**config.mk**
```make
export PLATFORM = sky130hd
export DESIGN_NAME = rht_ctrl
export DESIGN_NICKNAME = d
export VERILOG_FILES = /design/src/hdl/rht_pkg.sv /design/src/hdl/rht_ctrl.sv
export SDC_FILE = /design/constraint.sdc
export NUM_CORES = 1
export LEC_CHECK = 0
export ABC_CLOCK_PERIOD_IN_PS = 1000
export BUFFER_PORTS_ARGS = -buffer_cell sky130_fd_sc_hd__buf_2
export CAP_MARGIN = 20
export CORE_AREA = 2 2 39 41
export DETAILED_ROUTE_END_ITERATION = 10
export DIE_AREA = 0 0 41 43
export PLACE_DENSITY = 0.5
export SLEW_MARGIN = 10
export SYNTH_ARGS = -nofsm -noshare
export SYNTH_HDL_FRONTEND = slang
export SYNTH_SLANG_ARGS = --single-unit
```
**constraint.sdc**
```tcl
create_clock -name clock -period 1 [get_ports clock]
set_input_delay 0.25 -clock clock [delete_from_list [all_inputs] [get_ports clock]]
set_output_delay 0.25 -clock clock [all_outputs]
set_load 0.03 [all_outputs]
```
**src/hdl/rht_pkg.sv**
```systemverilog
// ----------------------------------------------------------------------------
// rht_pkg
// Shared types, sizes and codes for the reference-counted handle table.
// ----------------------------------------------------------------------------
package rht_pkg;

   // table geometry
   localparam int ENTRIES    = 64;
   localparam int KEY_BITS   = 48;
   localparam int COUNT_BITS = 16;
   localparam int IDX_BITS   = $clog2(ENTRIES);
   localparam int FILL_BITS  = $clog2(ENTRIES + 1);

   // operation codes
   localparam logic [2:0] OP_ACQUIRE     = 3'd0;
   localparam logic [2:0] OP_LOOKUP      = 3'd1;
   localparam logic [2:0] OP_REFER_IDX   = 3'd2;
   localparam logic [2:0] OP_REFER_KEY   = 3'd3;
   localparam logic [2:0] OP_RELEASE_IDX = 3'd4;
   localparam logic [2:0] OP_RELEASE_KEY = 3'd5;
   localparam logic [2:0] OP_DESTROY_IDX = 3'd6;
   localparam logic [2:0] OP_DESTROY_KEY = 3'd7;

   // status codes
   localparam logic [2:0] ST_OK        = 3'd0;
   localparam logic [2:0] ST_IGNORED   = 3'd1;
   localparam logic [2:0] ST_NOT_FOUND = 3'd2;
   localparam logic [2:0] ST_FULL      = 3'd3;
   localparam logic [2:0] ST_SATURATED = 3'd4;

   // request beat
   typedef struct packed {
      logic [2:0]          op;
      logic [KEY_BITS-1:0] key;
      logic [IDX_BITS-1:0] slot;
   } req_type;

   // response beat
   typedef struct packed {
      logic signed [IDX_BITS:0] result_index;
      logic [2:0]               status;
      logic                     free_now;
      logic [KEY_BITS-1:0]      free_key;
      logic [COUNT_BITS-1:0]    count_after;
   } rsp_type;

   // controller -> datapath
   typedef struct packed {
      logic load;       // capture request
      logic scan_init;  // start scan at top used slot
      logic scan_step;  // step scan pointer down
      logic rd_target;  // read target slot
      logic commit;     // apply update, build response
   } ctrl_type;

   // datapath -> controller
   typedef struct packed {
      logic by_key;     // request needs a key search
      logic null_key;   // by-key request with key 0
      logic scan_hit;   // registered compare hit
      logic scan_done;  // last slot compared
   } stat_type;

endpackage

```
**src/hdl/rht_ctrl.sv**
```systemverilog
// ----------------------------------------------------------------------------
// rht_ctrl
// Sequencer: capture, key scan one slot per cycle, target read, commit, send.
// ----------------------------------------------------------------------------
module rht_ctrl (
   input  logic                clock,
   input  logic                reset,
   input  logic                req_valid,
   output logic                req_ready,
   output logic                rsp_valid,
   input  logic                rsp_ready,
   input  rht_pkg::stat_type   stat,
   output rht_pkg::ctrl_type   ctrl
);

   typedef enum logic [2:0] {
      S_IDLE, S_DECODE, S_SCAN, S_READ, S_COMMIT, S_SEND
   } state_type;

   state_type state_ff, state_in;
   logic      rsp_valid_ff, rsp_valid_in;

   assign req_ready = (state_ff == S_IDLE);
   assign rsp_valid = rsp_valid_ff;

   // next state
   always_comb begin
      state_in     = state_ff;
      rsp_valid_in = rsp_valid_ff;
      ctrl         = '0;
      case (state_ff)
         S_IDLE: begin
            if (req_valid) begin
               ctrl.load = 1'b1;
               state_in  = S_DECODE;
            end
         end
         S_DECODE: begin
            if (stat.by_key && !stat.null_key) begin
               ctrl.scan_init = 1'b1;
               state_in       = S_SCAN;
            end else begin
               ctrl.rd_target = 1'b1;
               state_in       = S_READ;
            end
         end
         S_SCAN: begin
            if (stat.scan_hit || stat.scan_done) begin
               ctrl.rd_target = 1'b1;
               state_in       = S_READ;
            end else begin
               ctrl.scan_step = 1'b1;
            end
         end
         S_READ: begin
            state_in = S_COMMIT;
         end
         S_COMMIT: begin
            ctrl.commit  = 1'b1;
            rsp_valid_in = 1'b1;
            state_in     = S_SEND;
         end
         S_SEND: begin
            if (rsp_ready) begin
               rsp_valid_in = 1'b0;
               state_in     = S_IDLE;
            end
         end
         default: state_in = S_IDLE;
      endcase
   end

   // state register
   always_ff @(posedge clock) begin
      if (reset) begin
         state_ff     <= S_IDLE;
         rsp_valid_ff <= 1'b0;
      end else begin
         state_ff     <= state_in;
         rsp_valid_ff <= rsp_valid_in;
      end
   end

`ifndef SYNTH
   // a response is only raised out of commit
   a_rsp_from_commit: assert property (@(posedge clock) disable iff (reset)
      $rose(rsp_valid_ff) |-> $past(state_ff) == S_COMMIT)
      else $error("response raised outside commit");
   // never accept while a response is pending
   a_no_accept_busy: assert property (@(posedge clock) disable iff (reset)
      rsp_valid_ff |-> !req_ready)
      else $error("accept while response pending");
   // held response stays until taken
   a_rsp_hold: assert property (@(posedge clock) disable iff (reset)
      rsp_valid_ff && !rsp_ready |=> rsp_valid_ff)
      else $error("response dropped");
`endif

endmodule

```
# Word-level counts from Yosys, hierarchy flattened

Cells that the tools add are included.

Mux-type cells: 17
Eq/ne operators: 8
Reduce and logical (&&, ||, !) cells: 7

Operators with widths:

| operator                                            | number |
|---|---|
| case mux 3 bit (6 select lines)                     | 1 |
| two-way mux 1 bit                                   | 11 |
| two-way mux 3 bit                                   | 3 |
| equality test 3 x 2 -> 1 bit, second input constant | 2 |
| equality test 3 bit, second input constant          | 2 |
| != test 2 bit, second input constant                | 3 |
| case mux 1 bit (2 select lines)                     | 2 |
| equality test 3 x 1 -> 1 bit, second input constant | 1 |
| zero test 3 bit                                     | 1 |
| AND reduction 3 bit                                 | 1 |
| AND reduction 2 bit                                 | 1 |
| nonzero test 2 bit                                  | 1 |
| logical AND 1 bit                                   | 1 |
| zero test 1 bit                                     | 1 |
| logical OR 1 bit                                    | 1 |

Word-level logic and storage cells: 34
Output and inout port bits: 7
Bits of input ports: 8
Flip-flop bits (word level): 4

# Longest topological paths before layout

Gate-level depths: netlist of run 1.

Depth in word-level cells: 4
Depth in mapped cells: 4
Mapped depth without buffers: 3

# Worst setup path after synthesis of run 1

No wires, ideal clock.

Path type: flip-flop to output port
Start point: register state_ff[1]
End point: output ctrl[4] (netlist bit)
Setup slack: -819 ps
Data arrival time: 1569 ps
Path buffers: 1
Cell stages (with the launch flop): 4
Data required time: 750 ps
Cells stage by stage: dfxtp_1 -> buf_6 -> nor3_1 -> and2_1

RTL lines:

| element                | RTL line       | RTL |
|---|---|---|
| start, declared        | rht_ctrl.sv:20 | `state_type state_ff, state_in;` |
| start signal, assigned | rht_ctrl.sv:79 | `state_ff <= state_in;` |
| end, declared          | rht_ctrl.sv:13 | `output rht_pkg::ctrl_type ctrl` |

==> results of run 1 <==
[final cells by class]
class / count / share of cell area
Sequential cell: 4 / 0.153
Multi-Input combinational cell: 25 / 0.385
Inverter: 1 / 0.00645
Timing Repair Buffer: 26 / 0.383
Tap cell: 16 / 0.0344
Clock buffer: 3 / 0.0387
[power groups by stage]
| stage | clock network [mW] | logic (mW) | registers, mW |
|---|---|---|---|
| 6_report | 0.193 | 0.455 | 0.207 |
| 5_1_grt | 0.228 | 0.484 | 0.209 |
| 4_1_cts | 0.206 | 0.443 | 0.206 |
| 3_5_place_dp | 0 | 0.365 | 0.203 |
| 3_3_place_gp | 0 | 0.364 | 0.203 |
| 2_1_floorplan | 0 | 0.258 | 0.198 |
[logic make-up after synthesis]
logic type | after synthesis | share of synthesized area
AO/OA/AOI/OAI | 9 | 0.254
buffers and inverters | 3 | 0.0780
flip-flops | 4 | 0.312
AND/OR/NAND/NOR | 16 | 0.356
[repair_timing]
item                                    in CTS  in global routing
endpoints found under the setup margin       8                 11
setup buffers                                2                  2
gates resized for setup                     23                  6
pin swaps                                    4                  5
[worst min-delay path by stage]
stage / startpoint / to / slack, ns / cells after the start
final: reset / state_ff[0] / 0.24 / 2
after global routing: reset / state_ff[0] / 0.24 / 2
after CTS: reset / state_ff[0] / 0.24 / 2
after detailed placement: rsp_valid / rsp_valid / 0.48 / 2
after global placement: rsp_valid / rsp_valid / 0.46 / 2
after floorplan: reset / state_ff[0] / 0.32 / 1
[metal layers]
| metal | vias to the layer above | track usage | part of all wire |
|---|---|---|---|
| met5 | - | 0 | 0 |
| met4 | 0 | 0.0600 | 0 |
| met3 | 0 | 0.0314 | 0.033 |
| met2 | 4 | 0.144 | 0.51 |
| met1 | 152 | 0.132 | 0.46 |
| li1 | 169 | - | - |
[state kept, by name (all words and copies together), names as in the netlist]
| signal | flops |
|---|---|
| state_ff | 3 |
| rsp_valid | 1 |
[cell usage in the layout, fill, tap and decap left out, drive strengths merged]
master and instances:
and2b 1, and3 1, clkbuf 3, nor4b 1, inv 1, a21oi 4, nor3b 1, nor2b 1
buf 26, a211o 2, a311oi 1, nand2b 1, nor3 1, and2 1, nand3 1, nand2 1
dfxtp 4, nor2 5, o21ai 1, nand3b 1, o21a 1
[stage by stage]
stage | util | worst slack (ns) | power (mW)
2_1_floorplan | - | -0.299 | 0.455
3_3_place_gp | 0.330 | -0.246 | 0.567
3_5_place_dp | 0.330 | -0.235 | 0.568
4_1_cts | 0.408 | -0.423 | 0.855
5_1_grt | 0.420 | -0.473 | 0.921
6_report | 0.420 | -0.418 | 0.855
==> impl_metrics.tcl, run 1 <==
set metrics [dict create \
    status "finished, violations left" \
    violations "setup timing" \
    p_sw_frac 0.340 \
    grt_usage 0.102 \
    stdcell_count 75 \
    multi_input_area_um2 224 \
    fmax_ghz 0.705 \
    startpoint "state_ff[0]" \
    timing.rr.end "state_ff[0]" \
    synth_nets 40 \
    finalMaxSlewViolations 0 \
    critical_path_class "register to primary output" \
    die_y_um 43 \
    p_int_uw 565 \
    gp_congestion 0.653 \
    cts_tree "done" \
    critPathTopFamily "simple AND/OR/NAND/NOR gates" \
    dieArea_mm2 0.00176 \
    crit_end "ctrl[4]" \
    rr_startpoint "state_ff[1]" \
    start_util 0.185 \
    tightest_slew_ns 0.214 \
    slew_headroom 0.856 \
    antenna_found_initial 0 \
    grt_pass1_vias 298 \
    dp_hpwl_um 590 \
    synth_top_area_frac 0.312 \
    fin_crit_sh 1.42 \
    worstPathRequired_ns 0.75 \
    critPathBufInv 2 \
    crit_cells 4 \
    place.port_buffers 14 \
    fin_area_um2 582 \
    cp.arrival_ns 1.17 \
    power_frac_clock 0.225 \
    switchingPower_uw 291 \
    drcViolationCount 0 \
    insertion_delay_ns 0.23 \
    rsz0062_at_grt "true" \
    synthTopCellsByCount "a21oi_1 (4), dfxtp_1 (4), nor2_1 (4), a211o_1 (2)" \
    whs_ns 0.244 \
    placed_cells 69 \
    ys.flop_type "dfxtp_1" \
    wl_per_cell_um 10.2 \
    drive_gt1_frac 0.780 \
    ir_drop_mv 0.522 \
    syn_area_per_cell_um2 8.02 \
    total_leakage_power_nw 0.260 \
    dr.pass1.iters 2 \
    grt_max_degree 7 \
    async_reset_ff_frac 0 \
    synth_cell_types 22 \
    syn_inst 32 \
    start_kind "register" \
    clock_tree.root_cell "clkbuf_4" \
    syn_to_final_growth_pct 127 \
    power_density_mw_per_mm2 1470 \
    yosysWarnings 0 \
    finalHoldViolCount 0 \
    wl_um 762 \
    drtIter0Drc 2 \
    hold_class "input pin to register" \
    clock_skew_ns 0.00563 \
    fin_tns_setup_ns -2.37 \
    rrSetupSlack_ns -0.10 \
    diodes 0 \
    r2r_cells 4 \
    dpl_cell_area_um2 457 \
    ant_nets 0 \
    setup_violations 8 \
    cap_violations 0 \
    clockBufferDepth 2 \
    path_clk_slew_ns 0.04 \
    synthTopCellsByArea "dfxtp_1 (31%), a21oi_1 (7.8%), a211o_1 (6.8%)" \
    num_io_pins 15 \
    hold_buffers 0 \
    period_minus_slack_ns 1.42 \
    htreeDepth 1 \
    fillers 138 \
    worstSetupEndpointType "primary output" \
    power_frac_seq 0.242 \
    path_common_cell "buf_6" \
    fp.coreArea_mm2 0.00138 \
    cp_max_fo 5 \
    grt-ovfl-total 0 \
    crit_slowest_cell "dfxtp_2" \
    worst_slack_ns -0.418 \
    cts_made_buffers 3 \
    die_width_um 41 \
    layout.nets 69 \
    synth-seq-cells 4 \
    rows 14 \
    ys_seq_area_frac 0.312 \
    netlist_area_um2 256 \
    synth_edf_count 0 \
    vias 325 \
    grt_pass1_wl_um 1210 \
    yosysTopAreaCell "dfxtp_1" \
    slowest_delay_ns 0.32 \
    post_drt_via_cell_ratio 4.33 \
    cts.sinks 4 \
    register_area_um2 88.8 \
    share_comb_of_total_power 0.532 \
    crit_chain "buf_6, nor3_4, and2_4, buf_6" \
]
Note: power is estimated with default switching activity, not from simulation.
==> run 2: changes to the inputs <==
--- a/config.mk
+++ b/config.mk
@@ -6,11 +6,14 @@
 export NUM_CORES = 1
 export LEC_CHECK = 0
 export ABC_CLOCK_PERIOD_IN_PS = 1000
-export BUFFER_PORTS_ARGS = -buffer_cell sky130_fd_sc_hd__buf_2
 export CAP_MARGIN = 20
+export CELL_PAD_IN_SITES_DETAIL_PLACEMENT = 1
+export CELL_PAD_IN_SITES_GLOBAL_PLACEMENT = 1
 export CORE_AREA = 2 2 39 41
+export CTS_CLUSTER_DIAMETER = 30
 export DETAILED_ROUTE_END_ITERATION = 10
 export DIE_AREA = 0 0 41 43
+export DONT_BUFFER_PORTS = 1
 export PLACE_DENSITY = 0.5
 export SLEW_MARGIN = 10
 export SYNTH_ARGS = -nofsm -noshare
==> run 2 against run 1 <==
Against the previous run:
- the flow still finishes with violations (setup timing)
- worst hold slack worse by 0.17 ns
- die area unchanged
- sequential share of layout area is 3.7 points higher
- register-to-register slack lost 0.10 ns
- clock power barely moved
- via count decreased by 9.8%
- largest cell class unchanged
==> impl_metrics.tcl, run 2 (synthesized netlist as in run 1, its figures left out) <==
set metrics [dict create \
    status "finished, violations left" \
    violations "setup timing" \
    hold_buffers 0 \
    worst_slack_ns -0.428 \
    fp.coreArea_mm2 0.00138 \
    layout.nets 56 \
    slew_headroom 0.851 \
    drive_gt1_frac 0.739 \
    slowest_delay_ns 0.35 \
    power_density_mw_per_mm2 1670 \
    cts_tree "done" \
    final_cell_mix "buf_4 (8), buf_6 (5), nor2_1 (4)" \
    hold_class "input pin to register" \
    path_clk_slew_ns 0.04 \
    whs_ns 0.0774 \
    layout_commonest_cell "buf_4" \
    rsz0062_at_grt "true" \
    place.port_buffers 0 \
    die_y_um 43 \
    ant_nets 0 \
    insertion_delay_ns 0.23 \
    fin_crit_sh 1.43 \
    htreeDepth 1 \
    critPathTopFamily "flip-flops" \
    cp.arrival_ns 1.18 \
    gp_congestion 0.749 \
    finalHoldViolCount 0 \
    cts_made_buffers 3 \
    grt_max_degree 8 \
    cts.sinks 4 \
    syn_to_final_growth_pct 84.9 \
    antenna_found_initial 0 \
    wl_um 868 \
    finalMaxSlewViolations 0 \
    setup_violations 8 \
    clock_skew_ns 0.0000535 \
    drtIter0Drc 3 \
    vias 293 \
    dp_hpwl_um 674 \
    fin_util 0.343 \
    wl_per_cell_um 14.0 \
    dieArea_mm2 0.00176 \
    fmax_ghz 0.700 \
    regMostFlops "state_ff" \
    dr.pass1.iters 2 \
    critical_path_class "register to primary output" \
    rows 14 \
    start_kind "register" \
    grt-ovfl-total 0 \
    post_drt_via_cell_ratio 4.73 \
    drcViolationCount 0 \
    cap_violations 0 \
    ir_drop_mv 0.620 \
    total_leakage_power_nw 0.194 \
    grt_pass1_vias 340 \
    die_width_um 41 \
    grt_usage 0.124 \
    crit_chain "and2b_2, nand2_2, a21oi_2, buf_6" \
    grt_pass1_wl_um 1430 \
    period_minus_slack_ns 1.43 \
    diodes 0 \
    worstSetupEndpointType "primary output" \
    num_io_pins 15 \
    cp_max_fo 5 \
    tightest_slew_ns 0.222 \
    clockBufferDepth 2 \
    crit_slowest_cell "dfxtp_4" \
    critPathBufInv 1 \
    start_util 0.185 \
    clock_tree.root_cell "clkbuf_4" \
    largest_reg_flops 3 \
    worstPathRequired_ns 0.75 \
]
## run 2: changes by cell type in the layout (fill, tap and decap cells not counted)
cell | previous run | this run
buf_2 | 7 | 0
buf_6 | 12 | 5
a21oi_1 | 2 | 3
a21oi_2 | 2 | 1
and2b_1 | 1 | 0
and2b_2 | 0 | 1
buf_4 | 7 | 8
dfxtp_1 | 1 | 0
dfxtp_2 | 1 | 2
## run 2: worst paths after layout
kind | cells past startpoint | slack (ns) | from | endpoint
min | 1 | 0.08 | reset | state_ff[0]
max | 4 | -0.43 | state_ff[1] | ctrl[1]
min reg2reg | 2 | 0.59 | rsp_valid | rsp_valid
max reg2reg | 5 | -0.20 | state_ff[1] | state_ff[0]
## run 2: final cells by class
class,count,area (um2)
sequential,4,90.1
tap,16,20.0
timing repair buffer,13,116
fill,165,910
clock buffer,3,22.5
multi-input combinational,25,221
inverter,1,3.75
## run 2: metrics by stage
step	std cells	TNS [ns]	cell area (um2)	setup slack, ns	total power, mW
5_1_grt	62	-2.85	474	-0.496	0.855
6_report	62	-2.43	474	-0.428	0.794
4_1_cts	61	-2.42	459	-0.415	0.794
3_5_place_dp	57	-1.41	402	-0.202	0.552
3_3_place_gp	57	-1.15	402	-0.167	0.540
2_1_floorplan	32	-1.43	322	-0.299	0.455
## run 2: timing repair
item / CTS / global route
gates resized for setup: 10 / 4
pin swaps: 3 / 5
endpoints found under the setup margin: 9 / 10
setup buffers: 1 / 1
## run 2: worst reg2reg max path, stage by stage (launching register included)
cell	delay, ns
dfxtp_4	0.35
and2b_2	0.23
nand2_2	0.07
buf_4	0.13
buf_6	0.10
a311oi_2	0.23
## run 2: per-layer routing
layer	wire length, um	up-vias	GRT usage
met1	293	139	0.119
met3	67	0	0.0681
li1	-	144	-
met5	0	-	0
met2	507	10	0.222
met4	0	0	0.0200
## run 2: power by group
group          internal, mW  switching, mW
combinational         0.203          0.190
clock                 0.134         0.0589
sequential            0.182         0.0268
total                 0.518          0.275
